[src/design/assert_macros.svh]
// assertion helpers for the rtl, included by the controller
`ifndef ASSERT_MACROS_SVH
`define ASSERT_MACROS_SVH

// property holds at every edge out of reset
`define ASSERT_ALWAYS(lbl, clk, rstn, prop, msg) \
  lbl: assert property (@(posedge clk) disable iff (!rstn) (prop)) else $error(msg);

// antecedent in this cycle implies consequent in the next
`define ASSERT_NEXT(lbl, clk, rstn, ante, cons, msg) \
  lbl: assert property (@(posedge clk) disable iff (!rstn) (ante) |=> (cons)) else $error(msg);

`endif

[src/design/imuodo_pkg.sv]
package imuodo_pkg;

  localparam int CORDIC_STAGES = 16;
  localparam int ITW = 5;
  localparam int CW = 40;
  localparam int ZW = 34;
  localparam int AW = 34;
  localparam int BW = 25;
  localparam int PW = AW + BW;
  localparam int ACCW = 60;
  localparam int POSW = 48;
  localparam int QW = 16;
  localparam int TSW = 48;
  localparam int CFGW = 24;
  localparam int IN_W = 128;
  localparam int OUT_W = 200;

  localparam logic [CFGW-1:0] MAX_INTERVAL_RST = 24'd1000000;
  localparam logic signed [CW-1:0] KINV = 40'sd652032874;
  localparam logic signed [ACCW-1:0] POS_MAX = 60'sd140737488355327;
  localparam logic signed [ACCW-1:0] POS_MIN = -60'sd140737488355328;

  // multiply sequence codes
  localparam logic [ITW-1:0] MUL_WW = 5'd0;
  localparam logic [ITW-1:0] MUL_XX = 5'd1;
  localparam logic [ITW-1:0] MUL_YY = 5'd2;
  localparam logic [ITW-1:0] MUL_ZZ = 5'd3;
  localparam logic [ITW-1:0] MUL_XY = 5'd4;
  localparam logic [ITW-1:0] MUL_WZ = 5'd5;
  localparam logic [ITW-1:0] MUL_VX = 5'd6;
  localparam logic [ITW-1:0] MUL_VY = 5'd7;
  localparam logic [ITW-1:0] MUL_OX_A = 5'd8;
  localparam logic [ITW-1:0] MUL_OX_B = 5'd9;
  localparam logic [ITW-1:0] MUL_OY_A = 5'd10;
  localparam logic [ITW-1:0] MUL_OY_B = 5'd11;
  localparam logic [ITW-1:0] MUL_OZ_A = 5'd12;
  localparam logic [ITW-1:0] MUL_OZ_B = 5'd13;
  localparam logic [ITW-1:0] MUL_OW_A = 5'd14;
  localparam logic [ITW-1:0] MUL_OW_B = 5'd15;
  localparam logic [ITW-1:0] MUL_PX = 5'd16;
  localparam logic [ITW-1:0] MUL_PY = 5'd17;

  typedef enum logic [1:0] {
    STAT_PUB, STAT_INVALID, STAT_FIRST, STAT_RANGE
  } status_t;

  typedef enum logic [4:0] {
    ST_IDLE, ST_YMUL, ST_YWAIT, ST_VINIT, ST_VITER, ST_YAWFIN,
    ST_RINIT_REL, ST_RITER_REL, ST_RFIN_REL, ST_RINIT_REF, ST_RITER_REF,
    ST_RFIN_REF, ST_QMUL, ST_QWAIT, ST_PMUL, ST_PWAIT, ST_PUB
  } state_t;

  typedef enum logic [3:0] {
    OP_NONE, OP_LOAD, OP_MUL, OP_VINIT, OP_VITER, OP_YAWFIN, OP_RINIT_REL,
    OP_RINIT_REF, OP_RITER, OP_RFIN_REL, OP_RFIN_REF, OP_PUB
  } dp_op_t;

  typedef struct packed {
    dp_op_t         op;
    logic [ITW-1:0] idx;
  } dp_cmd_t;

  typedef struct packed {
    logic quat_zero;
  } dp_stat_t;

  function automatic logic [31:0] atan_entry(input logic [ITW-1:0] i);
    logic [31:0] v;
    unique case (i)
      5'd0: v = 32'd536870912;
      5'd1: v = 32'd316933406;
      5'd2: v = 32'd167458907;
      5'd3: v = 32'd85004756;
      5'd4: v = 32'd42667331;
      5'd5: v = 32'd21354465;
      5'd6: v = 32'd10679838;
      5'd7: v = 32'd5340245;
      5'd8: v = 32'd2670163;
      5'd9: v = 32'd1335087;
      5'd10: v = 32'd667544;
      5'd11: v = 32'd333772;
      5'd12: v = 32'd166886;
      5'd13: v = 32'd83443;
      5'd14: v = 32'd41721;
      5'd15: v = 32'd20861;
      5'd16: v = 32'd10430;
      5'd17: v = 32'd5215;
      5'd18: v = 32'd2608;
      5'd19: v = 32'd1304;
      5'd20: v = 32'd652;
      5'd21: v = 32'd326;
      5'd22: v = 32'd163;
      5'd23: v = 32'd81;
      default: v = 32'd0;
    endcase
    return v;
  endfunction

  // round half up from q30, saturate to 16 bits
  function automatic logic signed [QW-1:0] rnd16(input logic signed [ACCW-1:0] p);
    logic signed [ACCW-1:0] t;
    t = (p + 60'sd536870912) >>> 30;
    if (t > 60'sd32767) return 16'sh7fff;
    else if (t < -60'sd32768) return 16'sh8000;
    else return QW'(t);
  endfunction

endpackage

[src/design/imuodo_ctrl.sv]
module imuodo_ctrl (
  input  logic                  clk,
  input  logic                  rst_n,
  input  logic                  in_tvalid,
  output logic                  in_tready,
  output logic                  out_tvalid,
  input  logic                  out_tready,
  output imuodo_pkg::dp_cmd_t   cmd,
  input  imuodo_pkg::dp_stat_t  stat
);
  import imuodo_pkg::*;
`include "assert_macros.svh"

  state_t         state_r, state_nxt;
  logic [ITW-1:0] cnt_r, cnt_nxt;
  logic           out_valid_r, out_valid_nxt;
  logic           pub_go;
  logic           it_last;
  logic           in_iter;
  logic           in_acc;

  assign it_last = (cnt_r == ITW'(CORDIC_STAGES - 1));
  assign pub_go = (state_r == ST_PUB) && (!out_valid_r || out_tready);

  always_ff @(posedge clk) begin
    if (!rst_n) begin
      state_r <= ST_IDLE;
      cnt_r <= '0;
      out_valid_r <= 1'b0;
    end else begin
      state_r <= state_nxt;
      cnt_r <= cnt_nxt;
      out_valid_r <= out_valid_nxt;
    end
  end

  always_comb begin
    state_nxt = state_r;
    cnt_nxt = cnt_r;
    unique case (state_r)
      ST_IDLE: begin
        cnt_nxt = MUL_WW;
        if (in_tvalid) state_nxt = stat.quat_zero ? ST_PUB : ST_YMUL;
      end
      ST_YMUL: begin
        cnt_nxt = cnt_r + 1'b1;
        if (cnt_r == MUL_WZ) state_nxt = ST_YWAIT;
      end
      ST_YWAIT: state_nxt = ST_VINIT;
      ST_VINIT: begin
        cnt_nxt = '0;
        state_nxt = ST_VITER;
      end
      ST_VITER: begin
        cnt_nxt = cnt_r + 1'b1;
        if (it_last) state_nxt = ST_YAWFIN;
      end
      ST_YAWFIN: state_nxt = ST_RINIT_REL;
      ST_RINIT_REL: begin
        cnt_nxt = '0;
        state_nxt = ST_RITER_REL;
      end
      ST_RITER_REL: begin
        cnt_nxt = cnt_r + 1'b1;
        if (it_last) state_nxt = ST_RFIN_REL;
      end
      ST_RFIN_REL: state_nxt = ST_RINIT_REF;
      ST_RINIT_REF: begin
        cnt_nxt = '0;
        state_nxt = ST_RITER_REF;
      end
      ST_RITER_REF: begin
        cnt_nxt = cnt_r + 1'b1;
        if (it_last) state_nxt = ST_RFIN_REF;
      end
      ST_RFIN_REF: begin
        cnt_nxt = MUL_VX;
        state_nxt = ST_QMUL;
      end
      ST_QMUL: begin
        cnt_nxt = cnt_r + 1'b1;
        if (cnt_r == MUL_OW_B) state_nxt = ST_QWAIT;
      end
      ST_QWAIT: begin
        cnt_nxt = MUL_PX;
        state_nxt = ST_PMUL;
      end
      ST_PMUL: begin
        cnt_nxt = cnt_r + 1'b1;
        if (cnt_r == MUL_PY) state_nxt = ST_PWAIT;
      end
      ST_PWAIT: state_nxt = ST_PUB;
      ST_PUB: if (pub_go) state_nxt = ST_IDLE;
      default: state_nxt = ST_IDLE;
    endcase
  end

  always_comb begin
    cmd.op = OP_NONE;
    cmd.idx = cnt_r;
    unique case (state_r)
      ST_IDLE: if (in_tvalid) cmd.op = OP_LOAD;
      ST_YMUL, ST_QMUL, ST_PMUL: cmd.op = OP_MUL;
      ST_VINIT: cmd.op = OP_VINIT;
      ST_VITER: cmd.op = OP_VITER;
      ST_YAWFIN: cmd.op = OP_YAWFIN;
      ST_RINIT_REL: cmd.op = OP_RINIT_REL;
      ST_RINIT_REF: cmd.op = OP_RINIT_REF;
      ST_RITER_REL, ST_RITER_REF: cmd.op = OP_RITER;
      ST_RFIN_REL: cmd.op = OP_RFIN_REL;
      ST_RFIN_REF: cmd.op = OP_RFIN_REF;
      ST_PUB: if (pub_go) cmd.op = OP_PUB;
      default: cmd.op = OP_NONE;
    endcase
  end

  always_comb begin
    if (pub_go) out_valid_nxt = 1'b1;
    else if (out_tready) out_valid_nxt = 1'b0;
    else out_valid_nxt = out_valid_r;
  end

  assign in_tready = (state_r == ST_IDLE);
  assign out_tvalid = out_valid_r;

  assign in_iter = (state_r == ST_VITER) || (state_r == ST_RITER_REL) ||
                   (state_r == ST_RITER_REF);
  assign in_acc = in_tvalid && in_tready;

  `ASSERT_NEXT(a_pub_sets_valid, clk, rst_n, pub_go, out_valid_r, "publish without out valid")
  `ASSERT_ALWAYS(a_iter_bound, clk, rst_n, !in_iter || cnt_r < ITW'(CORDIC_STAGES), "cordic overrun")
  `ASSERT_NEXT(a_accept_leaves_idle, clk, rst_n, in_acc, state_r != ST_IDLE, "accept stalled")

endmodule

[config.mk]
export PLATFORM = sky130hd
export DESIGN_NAME = imuodo_ctrl
export DESIGN_NICKNAME = d
export VERILOG_FILES = /design/src/design/imuodo_pkg.sv /design/src/design/imuodo_ctrl.sv
export VERILOG_INCLUDE_DIRS = /design/src /design/src/design
export SDC_FILE = /design/constraint.sdc
export NUM_CORES = 1
export LEC_CHECK = 0
export BUFFER_PORTS_ARGS = -buffer_cell sky130_fd_sc_hd__buf_4
export CORE_MARGIN = 3
export CORE_UTILIZATION = 40
export CTS_CLUSTER_SIZE = 14
export DETAILED_ROUTE_END_ITERATION = 16
export HOLD_SLACK_MARGIN = 0.15
export PLACE_DENSITY = 0.7
export SLEW_MARGIN = 5
export SYNTH_ARGS = -nofsm -noshare
export SYNTH_HDL_FRONTEND = slang
export SYNTH_SLANG_ARGS = --single-unit
[constraint.sdc]
create_clock -name clk -period 2.21 [get_ports clk]
set_input_delay 0.1105 -clock clk [delete_from_list [all_inputs] [get_ports clk]]
set_output_delay 0.1105 -clock clk [all_outputs]
set_load 0.1 [all_outputs]
==> metrics.txt, run 1 <==
vias in the first global route 904; CTS Root Cell clkbuf_4; placed wire-length estimate 1700 um; outcome finished clean; Lkg Pwr 0.450 nW; arrival time worst endpoint 1950 ps; detailed-router iteration count before antenna repair 4; overall routed net length 2390 um; Clk pin slew, worst setup/hold paths 80 ps; PD cells 1260 nW/um^2; Setup violations, final 0; critical path class reg -> out; fill count 220; critical path endpoint category output pin; largest net degree at the start of global routing 22; die height 55.5 um; first-iteration detailed-routing DRC count 28; DRC 0; ANT nets after route 0; Worst Path Max Fanout 21; worst-skew pair later-pin latency between 200 and 300 ps; Post-Synth XOR/XNOR Area 4.60%; post-synth top area share between 20% and 30%; Fmax 486 MHz; Slew @ Worst Pin 562 ps; CP required 2100 ps; Synth Instances 126; H-tree depth 1; ys async rst share 0%; I/O Buffers 15; multiplexer area fraction after synthesis 1.02%; post-synth top area cell dfxtp_1; post-CTS setup buffers 0; Max Cap Viol 0; Synth Warn # 0; Sink Count 11; setup TNS 0 ps; Die Wd 55.5 um; row cnt 17; clk_skew between 5 and 6 ps; largest family of logic cells by synthesized area simple AND/OR/NAND/NOR gates; hold crit path type in -> reg; Die Footprint 3080 sq um; Routed WL per cell 14.1 um; IO Count 16; Layout Nets 150; antenna violations before repair 0; Adder-Cell Fraction of Synth Area 3.84%; Seq/Total Area, Yosys 22.5%; Tcrit/Tclk final 93.2%; # diodes 0; share of cells above drive strength 1 between 20% and 30%; first-pass GRT wire length 4110 um; mean post-synth cell area 7.77 sq um; Area contributors post-synth dfxtp_1 23%, nor2b_1 5.1%, ha_1 3.8%, nand2_1 3.8%, a21oi_1 3.6%; CTS tree built; Synth cell types 45; Mapped Area 978 sq um; TritonCTS Buffers 3; RSZ-0062 raised after global routing false; Compound-Gate Fraction of Synth Area 23.1%; final hold vios 0; GRT overflow 0; worst vdd ir between 1000 and 1500 uV; Rel. slew slack 62.1%; FF+latch count, synth 11; DR vias/cell 5.94; syn_nets around 130; Simple-Gate Fraction of Synth Area 37.1%; CP startpoint kind flip-flop; GRT Total Usage 16.3%; Top FF cell, synth dfxtp_1; GPL Wtd Cong 0.866; min Tclk post-route ~2100 ps; Core Region 2280 sq um; Max Slew Vio Count 0; Hold WS ~190 ps; Post-synth EDFFs 0; Clock Path Buffers 2; area growth from synthesis to layout 20.8%; DR vias ~1000; initial core utilization 43.0%
==> critical path, stage by stage, from the launching register on <==
cell	delay [ps]
dfxtp_2	580
inv_2	160
or3_1	380
o31a_1	120
o22ai_2	140
buf_4	310
==> placed cells by master, fill, tap and decap left out, types with 2 or more instances in the layout <==
| master | netlist | routed |
|---|---|---|
| nand2b_1 | 2 | 2 |
| dlygate4sd3_1 | 0 | 2 |
| nand3_1 | 5 | 5 |
| nand2_1 | 10 | 10 |
| dfxtp_1 | 11 | 7 |
| nand4_1 | 3 | 3 |
| buf_4 | 0 | 20 |
| and3b_1 | 2 | 2 |
| nor2b_1 | 8 | 8 |
| o21ai_0 | 7 | 7 |
| nor4bb_1 | 2 | 2 |
| or3_1 | 2 | 2 |
| nor4b_1 | 2 | 2 |
| nor3_1 | 5 | 5 |
| and3_1 | 3 | 3 |
| clkbuf_4 | 0 | 3 |
| ha_1 | 3 | 3 |
| xnor2_1 | 2 | 2 |
| inv_1 | 3 | 3 |
| nor3b_1 | 3 | 3 |
| o22ai_2 | 0 | 2 |
| a21oi_1 | 7 | 7 |
| nor2_1 | 8 | 7 |
| o31ai_1 | 2 | 2 |
| dfxtp_2 | 0 | 4 |
| a211oi_1 | 2 | 2 |
| a31oi_1 | 2 | 2 |
==> registers in the layout, summed over array words and instances (netlist names) <==
signal	cells
out_tvalid	1
cnt_r	5
state_r	5
==> cell families (layout without fill, tap and decap cells) <==
group,count (synthesis),after routing
and+or+nand+nor,60,60
DFF,11,11
adders and majority gates,3,3
xor gates and xnor gates,3,3
muxes,1,1
AOI/OAI and AO/OA,33,33
buffers and inverters,15,30
==> metrics by stage <==
| stage | utilization (%) | instances | setup slack (ps) | cell area (sq um) | power, W |
|---|---|---|---|---|---|
| after global placement | 49.5 | 163 | 194 | 1130 | 0.00132 |
| after CTS | 51.2 | 168 | 51.6 | 1160 | 0.00148 |
| after floorplan | - | 126 | -175 | 1000 | 0.00115 |
| after global routing | 52.0 | 169 | 4.82 | 1180 | 0.00158 |
| after detailed placement | 49.5 | 163 | 151 | 1130 | 0.00133 |
| final | 52.0 | 169 | 151 | 1180 | 0.00149 |
==> layer usage <==
layer	track usage (%)	part of all wire [%]
met3	4.67	5.9
met1	20.7	43
met5	0	0
met4	6.60	1.0
met2	25.8	50
==> Yosys cell counts, types with 2 or more instances <==
master    number
o22ai_1        2
o31ai_1        2
ha_1           3
a31oi_1        2
or3_1          2
dfxtp_1       11
inv_1          3
nand2_1       10
clkbuf_1       5
buf_2          4
nand3_1        5
nor2b_1        8
nor3_1         5
o21ai_0        7
and3_1         3
nor3b_1        3
and3b_1        2
nor4bb_1       2
buf_6          2
nand2b_1       2
nand4_1        3
nor4b_1        2
a21oi_1        7
a211oi_1       2
xnor2_1        2
nor2_1         8
==> cell type report <==
| cell class | instances | area [sq um] | share of cell area, % |
|---|---|---|---|
| well taps | 28 | 35.0 | 2.96 |
| inverters | 4 | 15.0 | 1.27 |
| flip-flops and latches | 11 | 225 | 19.0 |
| repair buffers | 22 | 170 | 14.4 |
| multi-input cells | 100 | 711 | 60.1 |
| clock buffers | 4 | 26.3 | 2.22 |
==> repair_timing <==
item	in CTS	in global routing
pin swaps	0	0
endpoints found under the hold margin	1	1
endpoints found under the setup margin	1	3
hold buffers	1	1
gates resized for setup	1	2
==> final timing paths <==
path	start	endpoint	slack (ps)	cells after the start
max	state_r[0]$_SDFFE_PN0P_	cmd[5]	150	5
min	out_tready	out_tvalid$_SDFFE_PN0P_	190	3
max reg2reg	state_r[2]$_SDFFE_PN0P_	cnt_r[2]$_SDFFE_PN0P_	280	5
min reg2reg	cnt_r[1]$_SDFFE_PN0P_	cnt_r[1]$_SDFFE_PN0P_	560	2
==> power by group <==
part | switching (W) | internal, W | total, W
logic | 0.000712 | 0.000289 | 0.00100
registers | 0.000114 | 0.000236 | 0.000350
clock network | 0.0000708 | 0.0000698 | 0.000141
Note: power is estimated with default switching activity, not from simulation.
==> inputs of run 2 (changes only) <==
Clock period 2.21 ns to 2.1 ns, I/O delays scaled along.
==> metrics.txt, run 2 (synthesis gave the netlist of run 1 again) <==
outcome finished clean; Setup crit start state_r[2]$_SDFFE_PN0P_; die height 55.5 um; GPL Wtd Cong 0.871; H-tree depth 1; commonest non-fill, non-tap cell in the layout buf_4; setup TNS 0 ps; placed wire-length estimate 1730 um; final hold vios 0; Sw Share approximately 60%; most frequent cells in the layout 22 x buf_4, 10 x nand2_1, 8 x nor2b_1; first-iteration detailed-routing DRC count 24; Die Footprint 3080 sq um; initial core utilization 43.0%; placed cell count approximately 170; vias in the first global route around 950; RSZ-0062 raised after global routing false; share of cells above drive strength 1 about 30%; Rel. slew slack 64.2%; Worst Path Max Fanout 12; Sink Count 11; Max Cap Viol 0; Die Wd 55.5 um; DR vias ~1000; I/O Buffers 15; detailed-router iteration count before antenna repair 4; arrival time worst endpoint 1860 ps; Finished Core Util 53.3%; DRC 0; CP required ~2000 ps; fin cells about 170; antenna violations before repair 0; ANT nets after route 0; Setup violations, final 0; min Tclk post-route ~2000 ps; fill count 196; Routed WL per cell 13.7 um; part of the power in registers 19.4%; overall routed net length 2350 um; R2R cell count 6; Logic pwr share 71.3%; first-pass GRT wire length 4050 um; Core Region 2280 sq um; CTS Root Cell clkbuf_4; Clock Path Buffers 2; Max Slew Vio Count 0; most used cell, CP buf_4; critical path endpoint category output pin; IO Count 16; Lkg Pwr approximately 0.47 nW; critical path class reg -> out; Clk pin slew, worst setup/hold paths about 70 ps; largest net degree at the start of global routing 16; Worst path slowest cell dfxtp_1; PD cells 1310 nW/um^2; Reg2Reg Launch Point cnt_r[0]$_SDFFE_PN0P_; Slew @ Worst Pin ~530 ps; CP startpoint kind flip-flop; TritonCTS Buffers 3; Tcrit/Tclk final 93.8%; cell family with most CP delay buffers and inverters; Overall Power 0.00159 W; reg2reg end state_r[0]$_SDFFE_PN0P_; DR vias/cell around 5.9; Int Pwr 0.000650 W; GRT Total Usage 15.7%; Layout Nets 153; area growth from synthesis to layout 24.0%; hold crit path type in -> reg; row cnt 17; worst-skew pair later-pin latency ~270 ps; CTS tree built; # diodes 0; Buffers & Inverters on Critical Path 2; Fmax 508 MHz; GRT overflow 0; Clk network pwr share 9.2%; switching pwr ~0.00094 W; critical path depth in cells 5; crit path capture cmd[8]; clk_skew 0.707 ps; worst vdd ir 1310 uV; worst path cell trace buf_4 > nor2b_1 > nand3_1 > o22ai_2 > buf_4; slowest cell delay on critical path 550 ps; R2R setup slack 230 ps
[run 2: metal layers]
metal	track usage, %	part of all wire, %
met5	0	0
met4	5.90	1.6
met3	1.64	4.7
met2	25.8	47
met1	20.9	46
[run 2: per-stage QoR]
stage / setup slack (ps) / hold WS (ps) / cell area [sq um]
2_1_floorplan: -279 / 267 / 1000
3_3_place_gp: 299 / 416 / 1150
3_5_place_dp: 261 / 414 / 1150
4_1_cts: 67.1 / 155 / 1200
5_1_grt: 12.2 / 157 / 1210
6_report: 130 / 150 / 1210
[run 2: what timing repair did]
action | in CTS | in global routing
endpoints found under the setup margin | 0 | 3
buffers inserted | 0 | 0
endpoints found under the hold margin | 2 | 0
hold buffers | 2 | 0
resized for setup | 0 | 4
[run 2: worst min-delay path by stage]
stage / start / end / slack (ps) / cells past startpoint
floorplan: rst_n / state_r[3]$_SDFFE_PN0P_ / 270 / 1
global placement: out_tready / state_r[4]$_SDFFE_PN0P_ / 420 / 4
detailed placement: out_tready / state_r[4]$_SDFFE_PN0P_ / 410 / 4
CTS: rst_n / cnt_r[0]$_SDFFE_PN0P_ / 150 / 2
global route: rst_n / state_r[0]$_SDFFE_PN0P_ / 160 / 3
finish: rst_n / state_r[0]$_SDFFE_PN0P_ / 150 / 3
[run 2: area by class of cell]
cell class	instances	area (sq um)	share of cell area, %
flip-flops and latches	11	225	18.6
multi-input cells	100	716	59.0
well taps	28	35.0	2.89
inverters	4	15.0	1.24
repair buffers	25	196	16.2
clock buffers	4	26.3	2.16
[run 2: power groups by stage]
stage / Combinational, W / Clock, W / Sequential [W]
after global routing: 0.00121 / 0.000158 / 0.000317
after global placement: 0.00110 / 0 / 0.000309
after CTS: 0.00112 / 0.000150 / 0.000308
final: 0.00114 / 0.000147 / 0.000310
after detailed placement: 0.00111 / 0 / 0.000312
after floorplan: 0.000841 / 0 / 0.000368
[run 2: worst register-to-register path: stages, from the launching register on]
cell and delay [ps]:
dfxtp_2 380, ha_1 180, nor4bb_1 290, nor3_1 100
o31ai_1 330, and3_1 330, mux2i_1 200
